`src/rtl/core/sida_pkg.sv`:
```
// Package for the slot ID allocator: operation and status codes, controller
// states and the command/status structs between controller and datapath.
// No dependencies.
`timescale 1ns / 1ps

package sida_pkg;

  localparam int unsigned SlotsDef = 64;
  localparam int unsigned IdW      = 6;

  typedef enum logic [1:0] {
    OpAlloc  = 2'd0,
    OpFree   = 2'd1,
    OpLookup = 2'd2,
    OpClear  = 2'd3
  } op_e;

  typedef enum logic [1:0] {
    StOk     = 2'd0,
    StFull   = 2'd1,
    StReject = 2'd2
  } status_e;

  typedef enum logic [1:0] {
    CtlIdle,
    CtlExec,
    CtlPop
  } ctl_state_e;

  // Commands from the controller to the datapath.
  typedef struct packed {
    logic load_in;   // capture the request fields
    logic exec;      // carry out the captured operation
    logic pop_rd;    // read the top of the free stack
    logic pop_done;  // finish an allocate from the free stack
  } cmd_t;

  // Status from the datapath to the controller.
  typedef struct packed {
    logic need_pop;  // captured request is an allocate served by the stack
  } stat_t;

endpackage

```
`src/rtl/core/sida_ctrl.sv`:
```
// Controller state machine of the slot ID allocator.
// Depends on sida_pkg; drives the datapath commands and the handshakes.
`timescale 1ns / 1ps

module sida_ctrl (
  input  logic            clk_i,
  input  logic            rst_ni,
  input  logic            in_valid_i,
  output logic            in_ready_o,
  output logic            out_valid_o,
  input  logic            out_ready_i,
  input  sida_pkg::stat_t stat_i,
  output sida_pkg::cmd_t  cmd_o
);
  import sida_pkg::*;

  ctl_state_e state_q, state_d;
  logic       out_valid_q, out_valid_d;
  logic       out_free;

  assign out_free = !out_valid_q || out_ready_i;

  always_ff @(posedge clk_i or negedge rst_ni) begin
    if (!rst_ni) begin
      state_q     <= CtlIdle;
      out_valid_q <= 1'b0;
    end else begin
      state_q     <= state_d;
      out_valid_q <= out_valid_d;
    end
  end

  always_comb begin
    state_d    = state_q;
    cmd_o      = '0;
    in_ready_o = 1'b0;
    case (state_q)
      CtlIdle: begin
        in_ready_o = 1'b1;
        if (in_valid_i) begin
          cmd_o.load_in = 1'b1;
          state_d       = CtlExec;
        end
      end
      CtlExec: begin
        // The result register must be free before the operation commits.
        if (out_free) begin
          cmd_o.exec = 1'b1;
          if (stat_i.need_pop) begin
            cmd_o.pop_rd = 1'b1;
            state_d      = CtlPop;
          end else begin
            state_d = CtlIdle;
          end
        end
      end
      CtlPop: begin
        cmd_o.pop_done = 1'b1;
        state_d        = CtlIdle;
      end
      default: state_d = CtlIdle;
    endcase
  end

  assign out_valid_d = (out_valid_q && !out_ready_i)
                     || (cmd_o.exec && !stat_i.need_pop)
                     || cmd_o.pop_done;
  assign out_valid_o = out_valid_q;

endmodule

```
`src/rtl/core/sida_dp.sv`:
```
// Datapath of the slot ID allocator: high-water mark, free stack memory,
// freed marks, request capture and result register. Depends on sida_pkg.
`timescale 1ns / 1ps

module sida_dp #(
  parameter int unsigned SLOTS = sida_pkg::SlotsDef
) (
  input  logic                      clk_i,
  input  logic                      rst_ni,
  input  sida_pkg::cmd_t            cmd_i,
  input  logic [1:0]                op_i,
  input  logic [sida_pkg::IdW-1:0]  id_i,
  output sida_pkg::stat_t           stat_o,
  output logic [sida_pkg::IdW-1:0]  res_id_o,
  output logic [1:0]                res_status_o
);
  import sida_pkg::*;

  // Only slot numbers that fit the ID field can ever be freed, so the stack
  // and the marks need no more entries than that.
  localparam int unsigned MarkDepth = (SLOTS < (1 << IdW)) ? SLOTS : (1 << IdW);
  localparam int unsigned MarkIdxW  = $clog2(MarkDepth);
  localparam int unsigned CntW      = $clog2(MarkDepth + 1);
  localparam int unsigned HwW       = $clog2(SLOTS + 1);
  localparam int unsigned CmpW      = (HwW > IdW) ? HwW : IdW;

  op_e                  op_q;
  logic [IdW-1:0]       id_q;
  logic [HwW-1:0]       hw_q, hw_d;
  logic [CntW-1:0]      cnt_q, cnt_d;
  logic [MarkDepth-1:0] marks_q, marks_d;
  logic [IdW-1:0]       mem [MarkDepth];
  logic [IdW-1:0]       rd_data_q;
  logic [IdW-1:0]       res_id_q, res_id_d;
  status_e              res_st_q, res_st_d;

  logic                 live;
  logic                 push_en;
  logic                 res_load;
  logic [MarkIdxW-1:0]  id_idx;
  logic [MarkIdxW-1:0]  push_addr;
  logic [MarkIdxW-1:0]  pop_addr;

  assign id_idx    = id_q[MarkIdxW-1:0];
  assign push_addr = cnt_q[MarkIdxW-1:0];
  assign pop_addr  = MarkIdxW'(cnt_q - 1'b1);

  // A slot is live when it was issued and is not sitting on the free stack.
  assign live = (CmpW'(id_q) < CmpW'(hw_q)) && !marks_q[id_idx];

  assign stat_o.need_pop = (op_q == OpAlloc) && (cnt_q != '0);

  always_comb begin
    hw_d     = hw_q;
    cnt_d    = cnt_q;
    marks_d  = marks_q;
    push_en  = 1'b0;
    res_id_d = id_q;
    res_st_d = StOk;
    if (cmd_i.exec) begin
      case (op_q)
        OpAlloc: begin
          if (cnt_q != '0) begin
            cnt_d = cnt_q - 1'b1;
          end else if (CmpW'(hw_q) < CmpW'(SLOTS)) begin
            res_id_d = IdW'(hw_q);
            hw_d     = hw_q + 1'b1;
          end else begin
            res_st_d = StFull;
          end
        end
        OpFree: begin
          if (live && (cnt_q < CntW'(MarkDepth))) begin
            marks_d[id_idx] = 1'b1;
            push_en         = 1'b1;
            cnt_d           = cnt_q + 1'b1;
          end else begin
            res_st_d = StReject;
          end
        end
        OpLookup: res_st_d = live ? StOk : StReject;
        OpClear: begin
          hw_d    = '0;
          cnt_d   = '0;
          marks_d = '0;
        end
        default: res_st_d = StOk;
      endcase
    end
    if (cmd_i.pop_done) begin
      marks_d[rd_data_q[MarkIdxW-1:0]] = 1'b0;
      res_id_d = rd_data_q;
      res_st_d = StOk;
    end
  end

  assign res_load = (cmd_i.exec && !stat_o.need_pop) || cmd_i.pop_done;

  always_ff @(posedge clk_i or negedge rst_ni) begin
    if (!rst_ni) begin
      hw_q    <= '0;
      cnt_q   <= '0;
      marks_q <= '0;
    end else begin
      hw_q    <= hw_d;
      cnt_q   <= cnt_d;
      marks_q <= marks_d;
    end
  end

  always_ff @(posedge clk_i) begin
    if (cmd_i.load_in) begin
      op_q <= op_e'(op_i);
      id_q <= id_i;
    end
    if (res_load) begin
      res_id_q <= res_id_d;
      res_st_q <= res_st_d;
    end
  end

  // Free stack memory: one write port, one registered read port.
  always_ff @(posedge clk_i) begin
    if (push_en) begin
      mem[push_addr] <= id_q;
    end
    if (cmd_i.pop_rd) begin
      rd_data_q <= mem[pop_addr];
    end
  end

  assign res_id_o     = res_id_q;
  assign res_status_o = res_st_q;

  // Every stacked slot carries exactly one freed mark. While a pop finishes,
  // the depth has already dropped but the popped slot still holds its mark.
  a_marks_match_count: assert property (@(posedge clk_i) disable iff (!rst_ni)
    $countones(marks_q) == int'(cnt_q) + int'(cmd_i.pop_done))
    else $error("freed marks disagree with free stack depth");

  // Only issued slots can be on the free stack.
  a_count_below_hw: assert property (@(posedge clk_i) disable iff (!rst_ni)
    CmpW'(cnt_q) <= CmpW'(hw_q))
    else $error("free stack deeper than issued slots");

  // A clear empties the pool in the following cycle.
  a_clear_empties: assert property (@(posedge clk_i) disable iff (!rst_ni)
    (cmd_i.exec && op_q == OpClear) |=> (cnt_q == '0 && hw_q == '0))
    else $error("clear did not empty the pool");

endmodule

```
`src/rtl/core/slot_id_allocator_free_stack_top.sv`:
```
// Slot ID allocator top level. A request is captured in the idle state and
// executed once the result register is free; an allocate that pops the free
// stack adds a pop state for the registered read port of the stack memory.
// A new request is taken only after the previous one has been executed.
// Reset (rst_ni, asynchronous, active low) empties the pool and clears all
// freed marks at once; stack contents are left as they are.
`timescale 1ns / 1ps

module slot_id_allocator_free_stack_top #(
  parameter int unsigned SLOTS = sida_pkg::SlotsDef
) (
  input  logic       clk_i,
  input  logic       rst_ni,
  // Request channel.
  input  logic       s_axis_tvalid_i,
  output logic       s_axis_tready_o,
  input  logic [7:0] s_axis_tdata_i,   // [5:0] slot_id, [7:6] zero
  input  logic [1:0] s_axis_tuser_i,   // [1:0] op
  // Result channel.
  output logic       m_axis_tvalid_o,
  input  logic       m_axis_tready_i,
  output logic [7:0] m_axis_tdata_o,   // [5:0] slot_id_out, [7:6] zero
  output logic [1:0] m_axis_tuser_o    // [1:0] status
);
  import sida_pkg::*;

  cmd_t           cmd;
  stat_t          stat;
  logic [IdW-1:0] res_id;
  logic [1:0]     res_status;

  // The controller sequences each transaction: capture, execute, and for an
  // allocate served by the free stack a further pop state for the memory read.
  // A new request is taken while an earlier result still waits in the
  // output register; execution then holds until that register is free.
  sida_ctrl u_ctrl (
    .clk_i       (clk_i),
    .rst_ni      (rst_ni),
    .in_valid_i  (s_axis_tvalid_i),
    .in_ready_o  (s_axis_tready_o),
    .out_valid_o (m_axis_tvalid_o),
    .out_ready_i (m_axis_tready_i),
    .stat_i      (stat),
    .cmd_o       (cmd)
  );

  // The datapath holds the pool state: high-water mark, free stack depth,
  // the free stack memory and one freed mark per reachable slot.
  sida_dp #(
    .SLOTS (SLOTS)
  ) u_dp (
    .clk_i        (clk_i),
    .rst_ni       (rst_ni),
    .cmd_i        (cmd),
    .op_i         (s_axis_tuser_i),
    .id_i         (s_axis_tdata_i[IdW-1:0]),
    .stat_o       (stat),
    .res_id_o     (res_id),
    .res_status_o (res_status)
  );

  assign m_axis_tdata_o = {{(8 - IdW){1'b0}}, res_id};
  assign m_axis_tuser_o = res_status;

endmodule

```
`config.mk`:
```
export PLATFORM = sky130hd
export DESIGN_NAME = slot_id_allocator_free_stack_top
export DESIGN_NICKNAME = d
export VERILOG_FILES = /design/src/rtl/core/sida_pkg.sv /design/src/rtl/core/sida_ctrl.sv /design/src/rtl/core/sida_dp.sv /design/src/rtl/core/slot_id_allocator_free_stack_top.sv
export SDC_FILE = /design/constraint.sdc
export NUM_CORES = 1
export LEC_CHECK = 0
export ABC_CLOCK_PERIOD_IN_PS = 5100
export BUFFER_PORTS_ARGS = -buffer_cell sky130_fd_sc_hd__buf_4
export CAP_MARGIN = 20
export CORE_MARGIN = 4
export CORE_UTILIZATION = 34
export CTS_CLUSTER_SIZE = 24
export DETAILED_ROUTE_END_ITERATION = 16
export GPL_ROUTABILITY_DRIVEN = 0
export GPL_TIMING_DRIVEN = 0
export PLACE_DENSITY = 0.47
export SYNTH_ARGS = -nofsm -noshare
export SYNTH_HDL_FRONTEND = slang
export SYNTH_SLANG_ARGS = --single-unit
```
`constraint.sdc`:
```
create_clock -name clk_i -period 5.1 [get_ports clk_i]
set_input_delay 1.02 -clock clk_i [delete_from_list [all_inputs] [get_ports clk_i]]
set_output_delay 1.02 -clock clk_i [all_outputs]
set_load 0.005 [all_outputs]
```
==> results of run 1 <==
[metal layers]
metal	global-route usage, %	vias up	share of wire [%]
met5	0	-	0
met4	4.94	0	2.4
met3	2.90	87	4.7
met2	29.4	354	49
met1	24.5	6504	44
li1	-	5482	-
[cells in the mapped netlist, types with 5 or more instances]
| cell | n |
|---|---|
| nor2b_1 | 10 |
| o211ai_1 | 125 |
| buf_1 | 16 |
| nor3_1 | 64 |
| buf_6 | 5 |
| dfrtp_1 | 81 |
| mux2i_1 | 13 |
| edfxtp_1 | 406 |
| nand3_1 | 25 |
| mux4_2 | 129 |
| or3_1 | 6 |
| nand2b_1 | 12 |
| and3_1 | 7 |
| nor3_2 | 11 |
| nor2_1 | 36 |
| buf_2 | 16 |
| o21ai_0 | 93 |
| o22ai_1 | 5 |
| clkbuf_1 | 66 |
| ha_1 | 14 |
| nand3b_1 | 6 |
| inv_1 | 15 |
| a21oi_1 | 13 |
| nand2_1 | 40 |
| o31ai_1 | 7 |
[metrics by stage]
| stage | utilization, % | std cells | TNS (ns) |
|---|---|---|---|
| CTS | 40.1 | 2273 | 0 |
| global placement | 36.3 | 2150 | -568.05 |
| global route | 40.2 | 2283 | 0 |
| floorplan | - | 1292 | 0 |
| detailed placement | 37.1 | 2173 | -10.70 |
| finish | 40.2 | 2283 | 0 |
[power by group through the flow]
| stage | Clock, mW | Sequential (mW) | Combinational (mW) |
|---|---|---|---|
| global placement | 0 | 4.89 | 4.77 |
| floorplan | 0 | 4.77 | 2.99 |
| finish | 3.90 | 4.67 | 5.09 |
| CTS | 3.98 | 4.67 | 5.07 |
| detailed placement | 0 | 4.75 | 5.04 |
| global route | 4.15 | 4.68 | 5.36 |
[cell families after synthesis]
group	Yosys count	synth area share (%)
multiplexers	146	14.6
adder cells (fa/ha/maj)	14	0.828
AO/OA/AOI/OAI	268	8.32
flip-flops	487	67.2
XOR/XNOR	4	0.166
other	1	0.0177
buffers and inverters	121	2.47
AND/OR/NAND/NOR	250	6.46
[what timing repair did]
item	in CTS	in global routing
buffers inserted	1	0
endpoints found under the setup margin	169	0
hold buffers	0	0
hold endpoints to repair	0	0
gates resized for setup	12	0
[path summary, 6_finish.rpt]
kind / startpoint / end / slack (ns)
min reg2reg: u_dp.marks_q[47] / u_dp.marks_q[47] / 0.51
max reg2reg: u_dp.cnt_q[0] / u_dp.rd_data_q[3] / 0.21
max: u_dp.cnt_q[0] / u_dp.rd_data_q[3] / 0.21
min in group clk_i: u_dp.marks_q[47] / u_dp.marks_q[47] / 0.51
max in group asynchronous: rst_ni / u_dp.marks_q[8] / 4.07
min: rst_ni / u_dp.marks_q[46] / 0.39
[area by class of cell]
cell class | count | share of cell area [%]
Clock buffer | 68 | 5.65
Inverter | 15 | 0.227
Clock inverter | 31 | 1.44
Tap cell | 837 | 4.22
Multi-Input combinational cell | 684 | 26.1
Timing Repair Buffer | 55 | 3.18
Sequential cell | 487 | 57.3
Buffer | 106 | 1.90
[cell usage in the layout (no fill, tap or decap), types with 9 or more instances in the layout]
master	instances
edfxtp_1	406
buf_1	16
nor3_2	20
nor2_1	36
mux2i_1	13
inv_1	15
a21oi_1	13
nand2b_1	12
nand3_1	25
nand2_1	40
clkbuf_16	53
clkbuf_1	75
o21ai_0	93
nor2b_1	10
buf_2	21
buf_16	17
nor3_1	55
dfrtp_1	81
mux4_2	129
clkinv_2	10
ha_1	14
buf_4	26
clkinv_1	9
o211ai_1	125
[state kept, by name (all words and copies together), names as in the netlist, 6 cells and up]
signal,flops
u_dp.mem,384
u_dp.cnt_q,7
u_dp.rd_data_q,6
u_dp.hw_q,7
u_dp.marks_q,64
u_dp.res_id_o,6
u_dp.id_idx,6
==> summary.txt, run 1 <==
Drt
  – Starting DRC count in detailed routing: 953
  – DRC Markers: 0
  – Via count: 12400
  – Vias per cell: 5.44
  – Drt wl/cell: 26.1 µm
  – Final WL: 59700 µm
  – Pre-antenna DRT Iters: 5
  – DRT antenna net count: 0

Clocking
  – Longest Clk Path Bufs: 3
  – H-tree levels: 2
  – Skew-Pair Late Insertion Delay: 0.61 ns
  – CTS clk-pin slew, worst paths: 0.06 ns
  – Clk sink count: 487
  – Total CTS buffers: 53
  – CTS tree: yes
  – Clock Tree Root: clkbuf_16

Placement
  – PortBufs: 21
  – Placed cell areas: 0.0229 mm²
  – DP Worst Slack: -0.697 ns
  – DP HPWL: 40200 µm

Setup path
  – Req. time, crit path: 5.41 ns
  – Worst setup SP type: flop
  – Worst setup EP type: flop
  – Setup CP Type: flop to flop
  – Worst path bufs/invs: 6
  – CP top delay family: buffers and inverters
  – Biggest cell delay along the critical path: 0.60 ns
  – R2R depth: 10
  – Worst Path Arrival: 5.21 ns
  – CP Cell Sequence: clkbuf_2 > clkbuf_2 > inv_1 > ha_1 > clkbuf_1 > clkbuf_1 > clkbuf_2 > mux4_2 > mux4_2 > mux4_2
  – CP Max Fanout: 10
  – Cell count along the critical path: 10
  – Slowest CP cell: clkbuf_1

Power
  – Overall Power: 13.7 mW
  – Comb pwr share: 37.3%
  – Flop pwr share: 34.2%
  – Int Power: 8.97 mW
  – Clock network power share: 28.6%
  – Pleak: 7.90 nW
  – Psw: 4.69 mW
  – Net Sw Frac: 34.3%
  – Power per cell area: 551 mW/mm²
  – VDD IR-drop max: 312 µV

Global route
  – Initial antenna violation count: 0
  – Largest net degree at the start of global routing: 48
  – Vias in the first global route: 12800
  – First-pass GRT wire length: 88000 µm
  – Total gr overflow: 0
  – GRT Util Overall: 17.8%

STA
  – RSZ-0062 raised after global routing: false
  – Period utilisation layout: 95.9%
  – Min Tclk post-route: 4.89 ns
  – Slew Limit Fails: 0
  – Max Freq: 0.204 GHz
  – Worst hold slack: 0.394 ns
  – Setup Viol. Count Final: 0
  – Final worst slack: 0.209 ns
  – Setup Skew: 0.0251 ns
  – Fin. Hold Viols: 0
  – Worst-Margin Slew: 1.14 ns
  – Worst slew margin: 23.9%

Final layout
  – Number of diodes: 0
  – Final-stage net count: 1430
  – Area Growth Syn to Fin: 17.3%
  – Final instance area: 0.0248 mm²
  – Multi-input logic area: 0.00647 mm²
  – Layout cells sized above 1: 22.3%
  – Filler Cell Count: 5778
  – Register area: 0.0142 mm²

Die
  – Starting density of the core: 34.3%
  – Core ar.: 0.0617 mm²
  – Row cnt: 91
  – Die Span X: 257 µm
  – I/O pin cnt: 26
  – DIE HEIGHT: 257 µm
  – Die ar.: 0.0663 mm²

Logic synthesis
  – Post-synth top area share: 57.6%
  – Syn. warnings: 0
  – Synthesized area per cell: 16.4 µm²
  – #FFs+latches synth: 487
  – Post-synth top area cell: edfxtp_1
  – EDFF count, synth: 406
  – Seq/Total Area, Yosys: 67.2%
  – Most used DFF post-synth: edfxtp_1
  – Top cells by area, synth: edfxtp_1 58%, mux4_2 14%, dfrtp_1 9.6%
  – Cell Area, Synth: 0.0212 mm²
  – Synth unique cells: 60
  – Synth async-reset ratio: 16.6%
  – Cells after Synth: 1291

Min path
  – Min-delay worst type: input pin to asynchronous set/reset pin

Status
  – Run status: finished clean

Job
  – Max-Cap Viols: 0
Note: power is estimated with default switching activity, not from simulation.
==> inputs of run 2 (changes only) <==
--- a/config.mk
+++ b/config.mk
@@ -14,7 +14,6 @@
 export DETAILED_ROUTE_END_ITERATION = 16
 export GPL_ROUTABILITY_DRIVEN = 0
 export GPL_TIMING_DRIVEN = 0
-export PLACE_DENSITY = 0.47
 export SYNTH_ARGS = -nofsm -noshare
 export SYNTH_HDL_FRONTEND = slang
 export SYNTH_SLANG_ARGS = --single-unit
==> constraint.sdc (replaced) <==
create_clock -name clk_i -period 5.1 [get_ports clk_i]
set_input_delay 1.275 -clock clk_i [delete_from_list [all_inputs] [get_ports clk_i]]
set_output_delay 1.275 -clock clk_i [all_outputs]
set_load 0.005 [all_outputs]
==> run 2 against run 1 <==
Net effect:
- worst setup slack better by 0.0024 ns
- sequential share of layout area grew 0.77 points
- hold slack gained 0.11 ns
- wire length shrank 9.0%
- combinational power decreased by 6.5%
- critical path depth rose by 3
- via count increased by 1.2%
- final area shrank 1.3%
- largest cell class unchanged
- highest routed layer unchanged
==> summary.txt, run 2 (synthesized netlist as in run 1, its figures left out) <==
STA
  – Min Tclk post-route: 4.89 ns (-0.00237 ns)
  – Worst slew margin: 25.3% (+1.3 points)
  – Setup Viol. Count Final: 0 (unchanged)
  – Worst hold slack: 0.503 ns (+0.109 ns)
  – Period utilisation layout: 95.9% (about the same)
  – Max Freq: 0.205 GHz (about the same)
  – Worst-Margin Slew: 1.11 ns (-0.0243 ns)
  – RSZ-0062 raised after global routing: false
  – Slew Limit Fails: 0 (unchanged)
  – Fin. Hold Viols: 0 (unchanged)
  – Setup Skew: 0.0340 ns (+0.00888 ns)

Final layout
  – Commonest non-fill, non-tap cell in the layout: edfxtp_1
  – Top reg by flops: u_dp.mem
  – Largest regs: u_dp.mem (384), u_dp.marks_q (64)
  – Layout cells sized above 1: 20.9% (-1.4 points)
  – Number of diodes: 0 (unchanged)
  – Most frequent cells in the layout: 406 x edfxtp_1, 129 x mux4_2, 125 x o211ai_1, 93 x o21ai_0, 81 x dfrtp_1
  – Final-stage net count: 1415 (-1.0%)
  – Final instance area: 0.0245 mm² (-1.3%)
  – Finished Layout Cells: 2261 (-0.96%)
  – Max FFs per register: 384 (unchanged)
  – Fin util: 39.7% (-0.54 points)
  – Area Growth Syn to Fin: 15.7%

Clocking
  – H-tree levels: 2 (unchanged)
  – CTS clk-pin slew, worst paths: 0.06 ns (about the same)
  – Longest Clk Path Bufs: 3 (unchanged)
  – Post-CTS setup buffers: 0 (-1)
  – Skew-Pair Late Insertion Delay: 0.60 ns (about the same)
  – Hold-fix buffers, CTS: 0 (unchanged)
  – Clk sink count: 487 (unchanged)
  – Total CTS buffers: 48 (-9.4%)
  – CTS tree: yes
  – Clock Tree Root: clkbuf_16

Setup path
  – Req. time, crit path: 5.31 ns (-0.10 ns)
  – Setup CP Type: flop to flop
  – CP Max Fanout: 21 (+11)
  – Worst setup EP type: flop
  – Worst Path Arrival: 5.10 ns (-0.11 ns)
  – Worst setup SP type: flop

Die
  – Starting density of the core: 34.3% (unchanged)
  – Core ar.: 0.0617 mm² (unchanged)
  – DIE HEIGHT: 257 µm (unchanged)
  – I/O pin cnt: 26 (unchanged)
  – Row cnt: 91 (unchanged)
  – Die ar.: 0.0663 mm² (unchanged)
  – Die Span X: 257 µm (unchanged)

Drt
  – DRC Markers: 0 (unchanged)
  – Drt wl/cell: 24.0 µm (-8.1%)
  – Vias per cell: 5.56 (+2.2%)
  – DRT antenna net count: 0 (unchanged)
  – Starting DRC count in detailed routing: 1305 (+37%)
  – Via count: 12600 (+1.2%)
  – Pre-antenna DRT Iters: 5 (unchanged)
  – Final WL: 54300 µm (-9.0%)

Placement
  – # placed instances: 2167 (-0.28%)
  – PortBufs: 21 (unchanged)
  – DP HPWL: 37200 µm (-7.5%)
  – Placed cell areas: 0.0228 mm² (-0.54%)

Power
  – VDD IR-drop max: 294 µV (-5.7%)
  – Overall Power: 13.1 mW (-3.9%)
  – Power per cell area: 537 mW/mm² (-2.6%)
  – Pleak: 7.75 nW (-1.9%)

Global route
  – Vias in the first global route: 12700 (-0.77%)
  – Largest net degree at the start of global routing: 82 (+71%)
  – Initial antenna violation count: 0 (unchanged)
  – Total gr overflow: 0 (unchanged)
  – First-pass GRT wire length: 81800 µm (-7.0%)
  – GRT Util Overall: 16.1% (-1.6 points)

Job
  – Max-Cap Viols: 0 (unchanged)

Min path
  – Min-delay worst type: flop to flop

Status
  – Run status: finished clean
==> run 2: cell count changes in the layout (fill, tap and decap cells not counted), sizes merged <==
| cell | previous run | this run |
|---|---|---|
| buf | 92 | 82 |
| clkbuf | 137 | 127 |
| clkinv | 22 | 18 |
| bufinv | 6 | 8 |
| clkinvlp | 1 | 2 |
| inv | 17 | 16 |
==> run 2: path summary, 6_finish.rpt <==
| path | to | from | slack, ns | cells past startpoint |
|---|---|---|---|---|
| worst max-delay path | u_dp.mem[57][0] | u_dp.id_idx[2] | 0.21 | 13 |
| worst min-delay path | u_dp.marks_q[57] | u_dp.marks_q[57] | 0.50 | 2 |
| worst max register to register | u_dp.mem[57][0] | u_dp.id_idx[2] | 0.21 | 13 |
| worst min register to register | u_dp.marks_q[57] | u_dp.marks_q[57] | 0.50 | 2 |
| max in group asynchronous | u_dp.hw_q[1] | rst_ni | 3.86 | 2 |
| min in group asynchronous | u_dp.marks_q[42] | rst_ni | 0.58 | 1 |
==> run 2: power breakdown <==
part           internal, mW  switching [mW]
registers              4.56           0.126
logic                  2.07            2.69
clock network          2.15            1.54
==> run 2: metal layers <==
metal	track usage, %	up-vias	wire length [µm]
met5	0	-	0
met4	4.30	0	1220
met1	22.6	6483	23000
met3	2.81	93	3970
met2	26.2	541	26100
li1	-	5458	-
==> run 2: critical path: stages (launching register included) <==
cell      delay, ns
edfxtp_1       0.48
buf_16         0.20
buf_16         0.17
buf_2          0.22
buf_2          0.34
buf_2          0.33
mux2i_1        0.23
o21ai_0        0.09
o21ai_0        0.42
and4b_1        0.39
nand4_1        0.15
buf_2          0.26
clkbuf_1       0.34
nor3_1         0.89
==> run 2: layout make-up <==
cell class	count	area [µm²]
plain buffers	106	472
clock buffers	58	1240
clock inverters	29	383
fillers	5690	37200
inverters	15	56.3
multi-input cells	684	6430
flip-flops and latches	487	14200
well taps	837	1050
repair buffers	45	643
==> run 2: metrics by stage <==
step                setup TNS [ns]  worst slack, ns
floorplan                        0            0.986
global placement           -370.68            -1.29
detailed placement           -2.91           -0.508
CTS                              0          0.00819
global route                     0           0.0422
finish                           0            0.211
==> run 2: repair_timing <==
action | CTS | global route
cloned | 0 | 0
gates resized for setup | 3 | 2
endpoints found under the setup margin | 6 | 6
